[src/rtl/msbd_pkg.sv]
// Shared types and constants for the multi-sender bit deserializer.
package msbd_pkg;

    localparam int DEF_SLOT_COUNT     = 16;
    localparam int DEF_MESSAGE_LENGTH = 256;

    localparam int ID_W     = 22;
    localparam int CHAR_W   = 8;
    localparam int BITCNT_W = 3;
    localparam int POS_W    = 8;
    localparam int SLOT_W   = 4;

    localparam logic [CHAR_W-1:0]   NUL_CHAR = 8'h00;
    localparam logic [BITCNT_W-1:0] LAST_BIT = 3'd7;

    // Control flow of one transaction
    typedef enum logic [1:0] {
        ST_IDLE,
        ST_LOOK,
        ST_RMW
    } state_t;

    // Per-slot reception state kept in the slot memory
    typedef struct packed {
        logic [CHAR_W-1:0]   partial;
        logic [BITCNT_W-1:0] bit_count;
        logic [POS_W-1:0]    position;
    } slot_entry_t;

    // Outcome of the owner lookup
    typedef struct packed {
        logic found;
        logic claim;
    } lookup_t;

endpackage

[src/rtl/msbd_slot_ram.sv]
// Synchronous slot memory with one write port and one registered read port.
module msbd_slot_ram #(
    parameter int DEPTH = msbd_pkg::DEF_SLOT_COUNT,
    parameter int AW    = 4
) (
    input  logic                  clk,
    input  logic                  we,
    input  logic [AW-1:0]         waddr,
    input  msbd_pkg::slot_entry_t wdata,
    input  logic [AW-1:0]         raddr,
    output msbd_pkg::slot_entry_t rdata
);

    msbd_pkg::slot_entry_t mem [DEPTH];
    msbd_pkg::slot_entry_t rdata_reg;

    // Write the entry back
    always_ff @(posedge clk)
    begin
        if (we)
        begin
            mem[waddr] <= wdata;
        end
    end

    // Read through a registered output
    always_ff @(posedge clk)
    begin
        rdata_reg <= mem[raddr];
    end

    assign rdata = rdata_reg;

endmodule

[src/rtl/msbd_owner_cam.sv]
// Owner table: matches a sender against all slots and claims or frees slots.
module msbd_owner_cam #(
    parameter int SLOT_COUNT = msbd_pkg::DEF_SLOT_COUNT,
    parameter int AW         = 4
) (
    input  logic                      clk,
    input  logic                      rst_n,
    input  logic [msbd_pkg::ID_W-1:0] id,
    input  logic                      look_en,
    input  logic                      free_en,
    input  logic [AW-1:0]             free_idx,
    output msbd_pkg::lookup_t         lk,
    output logic [AW-1:0]             idx
);

    logic [msbd_pkg::ID_W-1:0] owner_reg [SLOT_COUNT];
    logic [SLOT_COUNT-1:0]     hit_vec;
    logic [SLOT_COUNT-1:0]     free_vec;
    logic [AW-1:0]             hit_idx;
    logic [AW-1:0]             free_first;
    logic                      any_hit;
    logic                      any_free;
    logic                      id_ok;

    assign id_ok = (id != '0);

    // Compare every slot in parallel
    always_comb
    begin
        for (int i = 0; i < SLOT_COUNT; i++)
        begin
            hit_vec[i]  = id_ok && (owner_reg[i] == id);
            free_vec[i] = (owner_reg[i] == '0);
        end
    end

    // Encode the lowest matching and lowest free slot
    always_comb
    begin
        hit_idx    = '0;
        free_first = '0;
        for (int i = SLOT_COUNT - 1; i >= 0; i--)
        begin
            if (hit_vec[i])
            begin
                hit_idx = AW'(i);
            end
            if (free_vec[i])
            begin
                free_first = AW'(i);
            end
        end
    end

    assign any_hit  = |hit_vec;
    assign any_free = |free_vec;

    assign lk.found = any_hit;
    assign lk.claim = !any_hit && any_free && id_ok;
    assign idx      = any_hit ? hit_idx : free_first;

    // Claim a slot on lookup, drop ownership at end of message
    always_ff @(posedge clk or negedge rst_n)
    begin
        if (!rst_n)
        begin
            for (int i = 0; i < SLOT_COUNT; i++)
            begin
                owner_reg[i] <= '0;
            end
        end
        else
        begin
            if (look_en && lk.claim)
            begin
                owner_reg[idx] <= id;
            end
            if (free_en)
            begin
                owner_reg[free_idx] <= '0;
            end
        end
    end

endmodule

[src/rtl/multi_sender_bit_deserializer.sv]
// Top level: sequencer and read-modify-write datapath of the bit deserializer.
// Flow: an accepted bit passes the owner lookup and read-modify-write states,
// and the result strobe is registered from the read-modify-write state.
// Sequence: idle, owner lookup, slot memory read-modify-write behind its
// registered read; a new bit is taken only in idle, and an ignored or dropped
// bit skips the read-modify-write and returns to idle.
// Reset: rst_n clears all slot owners and the sequencer at once; slot memory
// contents are cleared when a slot is claimed. The receiver cannot stall results.
module multi_sender_bit_deserializer #(
    parameter int SLOT_COUNT     = msbd_pkg::DEF_SLOT_COUNT,
    parameter int MESSAGE_LENGTH = msbd_pkg::DEF_MESSAGE_LENGTH
) (
    input  logic                        clk,
    input  logic                        rst_n,
    input  logic                        start,
    output logic                        busy,
    input  logic [msbd_pkg::ID_W-1:0]   sender_id,
    input  logic                        rx_bit,
    output logic                        done,
    output logic [msbd_pkg::SLOT_W-1:0] slot,
    output logic [msbd_pkg::ID_W-1:0]   source_id,
    output logic [msbd_pkg::CHAR_W-1:0] character,
    output logic [msbd_pkg::POS_W-1:0]  position,
    output logic                        end_of_message,
    output logic                        overflow
);

    localparam int AW = (SLOT_COUNT > 1) ? $clog2(SLOT_COUNT) : 1;
    localparam logic [msbd_pkg::POS_W-1:0] LAST_POS =
        (MESSAGE_LENGTH >= 256) ? 8'd255 : msbd_pkg::POS_W'(MESSAGE_LENGTH - 1);

    msbd_pkg::state_t      state_reg, state_next;
    logic [msbd_pkg::ID_W-1:0] id_reg;
    logic                  bit_reg;
    logic [AW-1:0]         idx_reg;
    logic                  claim_reg;

    msbd_pkg::lookup_t     lk;
    logic [AW-1:0]         lk_idx;
    msbd_pkg::slot_entry_t rd_data;
    msbd_pkg::slot_entry_t cur;
    msbd_pkg::slot_entry_t wr_data;
    logic                  look_en;
    logic                  rmw_en;
    logic                  accept;

    logic [msbd_pkg::CHAR_W-1:0] new_byte;
    logic [msbd_pkg::POS_W-1:0]  pos_sat;
    logic                        char_done;
    logic                        is_nul;
    logic                        free_en;

    logic                        done_reg;
    logic [msbd_pkg::SLOT_W-1:0] slot_reg;
    logic [msbd_pkg::ID_W-1:0]   source_reg;
    logic [msbd_pkg::CHAR_W-1:0] char_reg;
    logic [msbd_pkg::POS_W-1:0]  pos_reg;
    logic                        eom_reg;
    logic                        ovf_reg;

    assign busy    = (state_reg != msbd_pkg::ST_IDLE);
    assign accept  = start && !busy;
    assign look_en = (state_reg == msbd_pkg::ST_LOOK);
    assign rmw_en  = (state_reg == msbd_pkg::ST_RMW);

    msbd_owner_cam #(
        .SLOT_COUNT (SLOT_COUNT),
        .AW         (AW)
    ) u_cam (
        .clk      (clk),
        .rst_n    (rst_n),
        .id       (id_reg),
        .look_en  (look_en),
        .free_en  (free_en),
        .free_idx (idx_reg),
        .lk       (lk),
        .idx      (lk_idx)
    );

    msbd_slot_ram #(
        .DEPTH (SLOT_COUNT),
        .AW    (AW)
    ) u_ram (
        .clk   (clk),
        .we    (rmw_en),
        .waddr (idx_reg),
        .wdata (wr_data),
        .raddr (lk_idx),
        .rdata (rd_data)
    );

    // Hold state and sequence the transaction
    always_ff @(posedge clk or negedge rst_n)
    begin
        if (!rst_n)
        begin
            state_reg <= msbd_pkg::ST_IDLE;
        end
        else
        begin
            state_reg <= state_next;
        end
    end

    always_comb
    begin
        state_next = state_reg;
        unique case (state_reg)
            msbd_pkg::ST_IDLE:
            begin
                if (start)
                begin
                    state_next = msbd_pkg::ST_LOOK;
                end
            end
            msbd_pkg::ST_LOOK:
            begin
                if (lk.found || lk.claim)
                begin
                    state_next = msbd_pkg::ST_RMW;
                end
                else
                begin
                    state_next = msbd_pkg::ST_IDLE;
                end
            end
            msbd_pkg::ST_RMW:
            begin
                state_next = msbd_pkg::ST_IDLE;
            end
            default:
            begin
                state_next = msbd_pkg::ST_IDLE;
            end
        endcase
    end

    // Capture the incoming transaction and the lookup outcome
    always_ff @(posedge clk)
    begin
        if (accept)
        begin
            id_reg  <= sender_id;
            bit_reg <= rx_bit;
        end
        if (look_en)
        begin
            idx_reg   <= lk_idx;
            claim_reg <= lk.claim;
        end
    end

    // Modify the slot entry: a fresh claim starts from zero
    always_comb
    begin
        cur       = claim_reg ? '0 : rd_data;
        new_byte  = cur.partial |
                    (msbd_pkg::CHAR_W'(bit_reg) << cur.bit_count);
        char_done = (cur.bit_count == msbd_pkg::LAST_BIT);
        pos_sat   = (cur.position > LAST_POS) ? LAST_POS : cur.position;
        is_nul    = (new_byte == msbd_pkg::NUL_CHAR);
        free_en   = rmw_en && char_done && is_nul;

        wr_data = cur;
        if (!char_done)
        begin
            wr_data.partial   = new_byte;
            wr_data.bit_count = cur.bit_count + msbd_pkg::BITCNT_W'(1);
        end
        else
        begin
            wr_data.partial   = '0;
            wr_data.bit_count = '0;
            if (is_nul)
            begin
                wr_data.position = '0;
            end
            else if (pos_sat < LAST_POS)
            begin
                wr_data.position = pos_sat + msbd_pkg::POS_W'(1);
            end
            else
            begin
                wr_data.position = LAST_POS;
            end
        end
    end

    // Strobe a finished character for one cycle
    always_ff @(posedge clk or negedge rst_n)
    begin
        if (!rst_n)
        begin
            done_reg <= 1'b0;
        end
        else
        begin
            done_reg <= rmw_en && char_done;
        end
    end

    always_ff @(posedge clk)
    begin
        if (rmw_en && char_done)
        begin
            slot_reg   <= msbd_pkg::SLOT_W'(idx_reg);
            source_reg <= id_reg;
            char_reg   <= new_byte;
            pos_reg    <= pos_sat;
            eom_reg    <= is_nul;
            ovf_reg    <= !is_nul && (pos_sat == LAST_POS);
        end
    end

    assign done           = done_reg;
    assign slot           = slot_reg;
    assign source_id      = source_reg;
    assign character      = char_reg;
    assign position       = pos_reg;
    assign end_of_message = eom_reg;
    assign overflow       = ovf_reg;

    // A result only follows a read-modify-write cycle
    a_done_after_rmw: assert property (@(posedge clk) disable iff (!rst_n)
        done |-> $past(state_reg == msbd_pkg::ST_RMW))
        else $error("result strobe without a read-modify-write cycle");

    // End of message carries the NUL character and never overflows
    a_eom_nul: assert property (@(posedge clk) disable iff (!rst_n)
        done && end_of_message |-> (character == msbd_pkg::NUL_CHAR) && !overflow)
        else $error("end of message with a non-NUL character or overflow");

    // An accepted transaction always goes to lookup
    a_accept_look: assert property (@(posedge clk) disable iff (!rst_n)
        accept |=> (state_reg == msbd_pkg::ST_LOOK))
        else $error("accepted transaction did not enter lookup");

    // Position never passes the last buffer position
    a_pos_bound: assert property (@(posedge clk) disable iff (!rst_n)
        done |-> (position <= LAST_POS))
        else $error("position beyond last buffer position");

endmodule
[config.mk]
export PLATFORM = sky130hd
export DESIGN_NAME = multi_sender_bit_deserializer
export DESIGN_NICKNAME = d
export VERILOG_FILES = /design/src/rtl/msbd_pkg.sv /design/src/rtl/msbd_slot_ram.sv /design/src/rtl/msbd_owner_cam.sv /design/src/rtl/multi_sender_bit_deserializer.sv
export SDC_FILE = /design/constraint.sdc
export NUM_CORES = 1
export LEC_CHECK = 0
export BUFFER_PORTS_ARGS = -buffer_cell sky130_fd_sc_hd__buf_4
export CAP_MARGIN = 40
export CORE_MARGIN = 4
export CORE_UTILIZATION = 35
export CTS_BUF_LIST = sky130_fd_sc_hd__clkbuf_8
export CTS_CLUSTER_SIZE = 30
export DETAILED_ROUTE_END_ITERATION = 8
export SETUP_SLACK_MARGIN = 0.4
export SLEW_MARGIN = 20
export SYNTH_ARGS = -nofsm -noshare
export SYNTH_HDL_FRONTEND = slang
export SYNTH_HIERARCHICAL = 1
export SYNTH_SLANG_ARGS = --single-unit
[constraint.sdc]
create_clock -name clk -period 7.9 [get_ports clk]
set_clock_uncertainty 0.2 [all_clocks]
set_input_delay 0.79 -clock clk [delete_from_list [all_inputs] [get_ports clk]]
set_output_delay 0.79 -clock clk [all_outputs]
set_load 0.02 [all_outputs]
Word level (Yosys, flattened, before mapping)
Memory sizes are Yosys's and may differ from the RTL's. A register that Yosys moved wholly into a read port is not among the register bits.
Cells that the tools add are included.

word-level totals
  register bits = 427
  memory bits (writable) = 304
  input port bits = 26
  output and inout port bits = 46
  memories kept = 1

memory list
  name       words  width  rd ports  clocked after memory_dff  write ports  RTL line             RTL
  u_ram.mem  16     19     1         1                         1            msbd_slot_ram.sv:14  msbd_pkg::slot_entry_t mem [DEPTH];

operators by class
  add/sub/neg operators = 2
  $lt $le $gt $ge = 6
  equal/unequal tests = 21
  shifts and indexed selects = 1
  muxes and demuxes = 51
  bitwise operators = 5
  reductions and logical operators = 51

operators by type and width
  kind                   count
  $mux W352              2
  $and A352 B352 Y352    1
  $bwmux W352            1
  $eq A22 B22 Y1         16
  $logic_not A22 Y1      16
  $not A352 Y352         1
  $demux W22 S4          2
  $mux W4                33
  $mux W22               2
  $mux W8                4
  $reduce_or A16 Y1      2
  $logic_and A1 B1 Y1    25
  $reduce_bool A22 Y1    1
  $mux W19               1
  $mux W11               1
  $ge A5 B5 Y1 const B   2
  $lt A5 B1 Y1 const B   2
  $not A4 Y5             2
  $add A8 B1 Y8 const B  1
  $eq A8 B8 Y1 const B   1
  $gt A8 B8 Y1 const B   1
  $logic_not A8 Y1       1
  $lt A8 B8 Y1 const B   1
  $or A8 B8 Y8           1
  other kinds (13)       17

Longest topological paths before layout
  depth in word-level cells = 28
  mapped depth = 17
  mapped depth without buffers = 12

Hierarchy
Netlist, hierarchy kept.

modules (own cells, without submodules)
  module                         instances  cells an instance  area each (um2)  seq. area each (um2)
  msbd_owner_cam                 1          2520               21561.9          8808.4
  msbd_slot_ram                  1          507                11845.1          9509.1
  multi_sender_bit_deserializer  1          187                2924.1           2237.1

Worst setup path before layout
OpenSTA, ideal clock, no wires.

  path type = reg-to-reg
  from = register id_reg[19] (netlist bit)
  to = register, netlist name u_ram/rdata[10]
  setup time = 0.120 ns
  data arrival time = 4.001 ns
  path slack = 3.579 ns
  stages on the path, launching flop included = 16
  buffers on the path = 5
  period minus slack after synthesis = 4.321 ns
  path through = edfxtp_1 -> buf_2 -> buf_2 -> buf_2 -> xnor2_1 -> nand4_1 -> or4_1 -> o22ai_1 -> nor4_1 -> and3_1 -> o41ai_1 -> buf_2 -> clkbuf_1 -> mux4_2 -> a22oi_1 -> nand2_1

on the way
  longest elaborated chain between the ends = 19
  elaborated cells between the ends (all ways) = 51
  classes of those cells = 16 x eq/ne; 17 x mux; 18 x reduce/logical

RTL lines
  item                                                          RTL line                                    RTL
  start, declared                                               multi_sender_bit_deserializer.sv:33         logic [msbd_pkg::ID_W-1:0] id_reg;
  start signal, assigned                                        multi_sender_bit_deserializer.sv:143        id_reg <= sender_id;
  $eq A22 B22 Y1 / $reduce_bool A22 Y1 (equally long branches)  msbd_owner_cam.sv:32, msbd_owner_cam.sv:25
  $logic_and A1 B1 Y1                                           msbd_owner_cam.sv:32                        hit_vec[i] = id_ok && (owner_reg[i] == id);
  $mux W4 (16 in series)                                        msbd_owner_cam.sv:44                        if (hit_vec[i])
  $mux W4 (*)                                                   msbd_owner_cam.sv:60                        assign idx = any_hit ? hit_idx : free_first;
  named net lk_idx[1]                                           multi_sender_bit_deserializer.sv:39         logic [AW-1:0] lk_idx;

Mark *: on every way through the listed nets, which the timed path passes. The rest lies on a longest branch.
A chain may end at the register's enable or synchronous reset.

Worst setup path in the final report
  from = register id_reg[0] (netlist bit)
  to = register, netlist name u_ram/rdata[17]

on the way
  longest elaborated chain between the ends = 19
  elaborated cells between the ends (all ways) = 51
  classes of those cells = 16 x eq/ne; 17 x mux; 18 x reduce/logical

RTL lines
  item                                                          RTL line
  $eq A22 B22 Y1 / $reduce_bool A22 Y1 (equally long branches)  msbd_owner_cam.sv:32, msbd_owner_cam.sv:25
  $logic_and A1 B1 Y1                                           msbd_owner_cam.sv:32
  $mux W4 (16 in series)                                        msbd_owner_cam.sv:44
  $mux W4 (*)                                                   msbd_owner_cam.sv:60
  named net lk_idx[0]                                           multi_sender_bit_deserializer.sv:39

Marked as above.

==> impl_metrics.json <==
{
  "cts_buffers": 131,
  "maxSlewHeadroom_pct": 42.0,
  "die_w_um": 330,
  "drtIter0Drc": 2983,
  "synth_top_family_by_area": "simple AND/OR/NAND/NOR gates",
  "die_y_um": 330,
  "final.min_clock_period_ns": 5.77,
  "cp_common_cell": "buf_4",
  "hold_viol": 0,
  "crit_chain": "nor4_2 -> nand4_2 -> nor2_2 -> buf_4 -> nor4_1 -> nand4_1 -> nand2b_1 -> nor3_1 -> and3_1 -> a221o_4 -> buf_4 -> mux4_2 -> a22oi_1 -> nand2_1",
  "ys_warn_count": 6,
  "synth_largest_area_cell": "edfxtp_1",
  "rsz0062_at_grt": "false",
  "cts-root-buf": "clkbuf_8",
  "synth-simple-area-share_pct": 17.7,
  "synth-main-ff-cell": "edfxtp_1",
  "synth_compound_area_share_pct": 8.68,
  "syn-num-nets": 3242,
  "setup_viol": 0,
  "dp_hpwl_mm": 64.9,
  "grt_overflow": 0,
  "timing.critical_path.slowest_stage_cell": "edfxtp_1",
  "clk_pin_slew_ns": 0.06,
  "die_area_sq_um": 109000,
  "clockBufferDepth": 3,
  "port_buffers": 71,
  "worstMarginPinSlew_ns": 0.869,
  "slew_viol_final": 0,
  "syn_area_sq_um": 36300,
  "synth-edff-count": 376,
  "critPathTopFamily": "simple AND/OR/NAND/NOR gates",
  "pin_count": 72,
  "dp_worst_setup_slack_ns": 2.19,
  "max_stage_delay_ns": 0.69,
  "postSynthCellCount": 3214,
  "placementRows": 117,
  "max_clock_freq_ghz": 0.173,
  "wirelength_mm": 110,
  "finalWorstSetupSlack_ns": 2.13,
  "crit_type": "register to register",
  "yosysTopAreaCellShare_pct": 31.1,
  "gp_congestion": 0.910,
  "final_util_pct": 40.4,
  "wl_per_cell_um": 23.0,
  "grt_max_degree": 179,
  "endpoint_kind": "register",
  "irDropWorstVdd_v": 0.000517,
  "cts_max_level": 4,
  "drive_gt1_share_pct": 17.6,
  "antenna_left": 0,
  "drv_cap": 0,
  "power_density_nw_per_um2": 445,
  "largest_register_ffs": 352,
  "clk_latency_ns": 0.82,
  "grt_pass1_wl_mm": 168,
  "finalSetupTns_ns": 0,
  "ys_seq_area_share_pct": 56.6,
  "rrSetupSlack_ns": 2.13,
  "start_kind": "register",
  "synth_xor_area_share_pct": 8.51,
  "syn2layout_area_growth_pct": 14.0,
  "synthDistinctLibCells": 74,
  "critPathRequiredTime_ns": 8.38,
  "hold_path.class": "primary input to register",
  "avgSynthCellArea_sq_um": 11.3,
  "viasPerCell": 5.64,
  "hold_buffers": 24,
  "synth_seq_cells": 750,
  "status": "complete, no violations",
  "synth_fa_ha_area_share_pct": 0.0689,
  "drc_errors": 0,
  "nNetsFinal": 3311,
  "design.core.area_sq_um": 102000,
  "grt_pass1_vias": 26628,
  "cts_repair_resize_count": 0,
  "antenna_found_initial": 3,
  "fin_crit_sh_pct": 73.0,
  "start_util_pct": 35.5,
  "cp_max_fo": 31,
  "globalRouteTotalUtil_pct": 20.0,
  "power_leakage_nw": 15.4,
  "cts.sinks": 750,
  "cts_tree": "yes",
  "cp.buffers_inverters": 2,
  "synthMuxAreaShare_pct": 4.77,
  "crit_arrival_ns": 6.25,
  "post_cts_buffers": 0,
  "synthTopCellsByArea": "edfxtp_1 31%, dfrtp_1 24%, xor2_1 7.1%, nand3_1 5.1%, mux4_2 4.7%",
  "route.vias.total": 26828,
  "synthArstFlopShare_pct": 47.3,
  "firstDrtPassIters": 6
}
==> cells in the final DEF (no fill, tap or decap), types with 9 or more instances in the layout <==
cell type	count
dlygate4sd3_1	24
a21oi_1	13
o21ai_0	176
nor3_1	19
buf_4	171
nor2_2	14
nand2b_1	11
nor2_1	53
o31ai_1	92
o21ai_1	20
o211ai_1	9
xor2_1	296
nand2_1	416
clkinv_1	16
nand3_1	367
nor2b_1	18
clkinv_2	9
edfxtp_1	376
a22oi_1	39
mux4_2	76
dfrtp_1	355
o21ai_2	82
or4_1	26
nor4_1	217
clkbuf_8	153
dfxtp_1	19
xnor2_1	57
inv_1	49
nand4_1	61
==> synth_stat cells (all sizes together), types with 3 or more instances <==
cell type and number:
nand2 418, a21oi 17, nor4bb 3, a22oi 39
xor2 296, nor4 224, or4bb 4, edfxtp 376
nand4 62, a41oi 3, or2 8, nand2b 13
and4 3, and2 5, or4b 5, inv 10
nor2b 23, nor2 68, a21boi 3, o31ai 92
nand3b 3, and3 4, o21a 3, o32ai 5
or4 26, buf 113, nand3 367, dfrtp 355
mux4 76, o211ai 9, dfxtp 19, clkbuf 166
xnor2 57, nor3 24, a31oi 4, o211a 3
o21ai 278
==> per-layer routing <==
| layer | GRT usage, % | vias up | wire [um] |
|---|---|---|---|
| met3 | 4.12 | 218 | 8620 |
| met5 | 0 | - | 0 |
| met2 | 31.2 | 1147 | 50300 |
| met4 | 6.82 | 0 | 3200 |
| met1 | 28.0 | 13431 | 47500 |
| li1 | - | 12032 | - |
==> logic make-up (layout without fill, tap and decap cells) <==
family	count (synthesis)	in the layout
AOI/OAI and AO/OA	471	471
xor gates and xnor gates	353	353
adders and majority gates	2	2
buffers and inverters	289	464
DFF	750	750
muxes	78	78
other	0	1
and+or+nand+nor	1271	1271
==> final timing paths <==
check | startpoint | to | depth (start not counted)
max | id_reg[0]$_DFFE_PP_ | u_ram/rdata[17]$_DFF_P_ | 14
min | start | state_reg[0]$_DFFE_PN0P_ | 3
max reg2reg | id_reg[0]$_DFFE_PP_ | u_ram/rdata[17]$_DFF_P_ | 14
min reg2reg | u_cam/owner_reg[269]$_DFF_PN0_ | u_cam/owner_reg[269]$_DFF_PN0_ | 2
max in group asynchronous | rst_n | u_cam/owner_reg[230]$_DFF_PN0_ | 4
min in group asynchronous | rst_n | done$_DFF_PN0_ | 2
==> metrics by stage <==
stage                     instances  hold slack [ns]  cell area, sq um  total power, mW
after detailed placement       4489            0.306             38400             14.7
after global routing           4758           0.0967             41400             19.6
after floorplan                3214            0.221             36300             12.5
after CTS                      4752           0.0701             41400             18.5
after global placement         4474            0.300             38200             14.5
final                          4758            0.143             41400             18.4
==> worst min-delay path: cells and delay by family <==
family	cells	cell delay [ns]
buffers and inverters	2	0.19
AND/OR/NAND/NOR	1	0.11
==> power by group <==
| part | internal [mW] | leakage [nW] | switching [mW] |
|---|---|---|---|
| combinational | 3.22 | 5.60 | 5.32 |
| clock | 1.99 | 1.53 | 1.69 |
| sequential | 5.31 | 8.25 | 0.900 |
==> area by class of cell <==
| cell class | instances | area, sq um |
|---|---|---|
| timing repair buffer | 215 | 1810 |
| antenna | 1 | 2.50 |
| clock inverter | 86 | 619 |
| tap | 1368 | 1710 |
| multi-input combinational | 2175 | 14600 |
| sequential | 750 | 20600 |
| fill | 9777 | 61000 |
| inverter | 10 | 37.5 |
| clock buffer | 153 | 2110 |
Power figures use the tool's default switching activity.
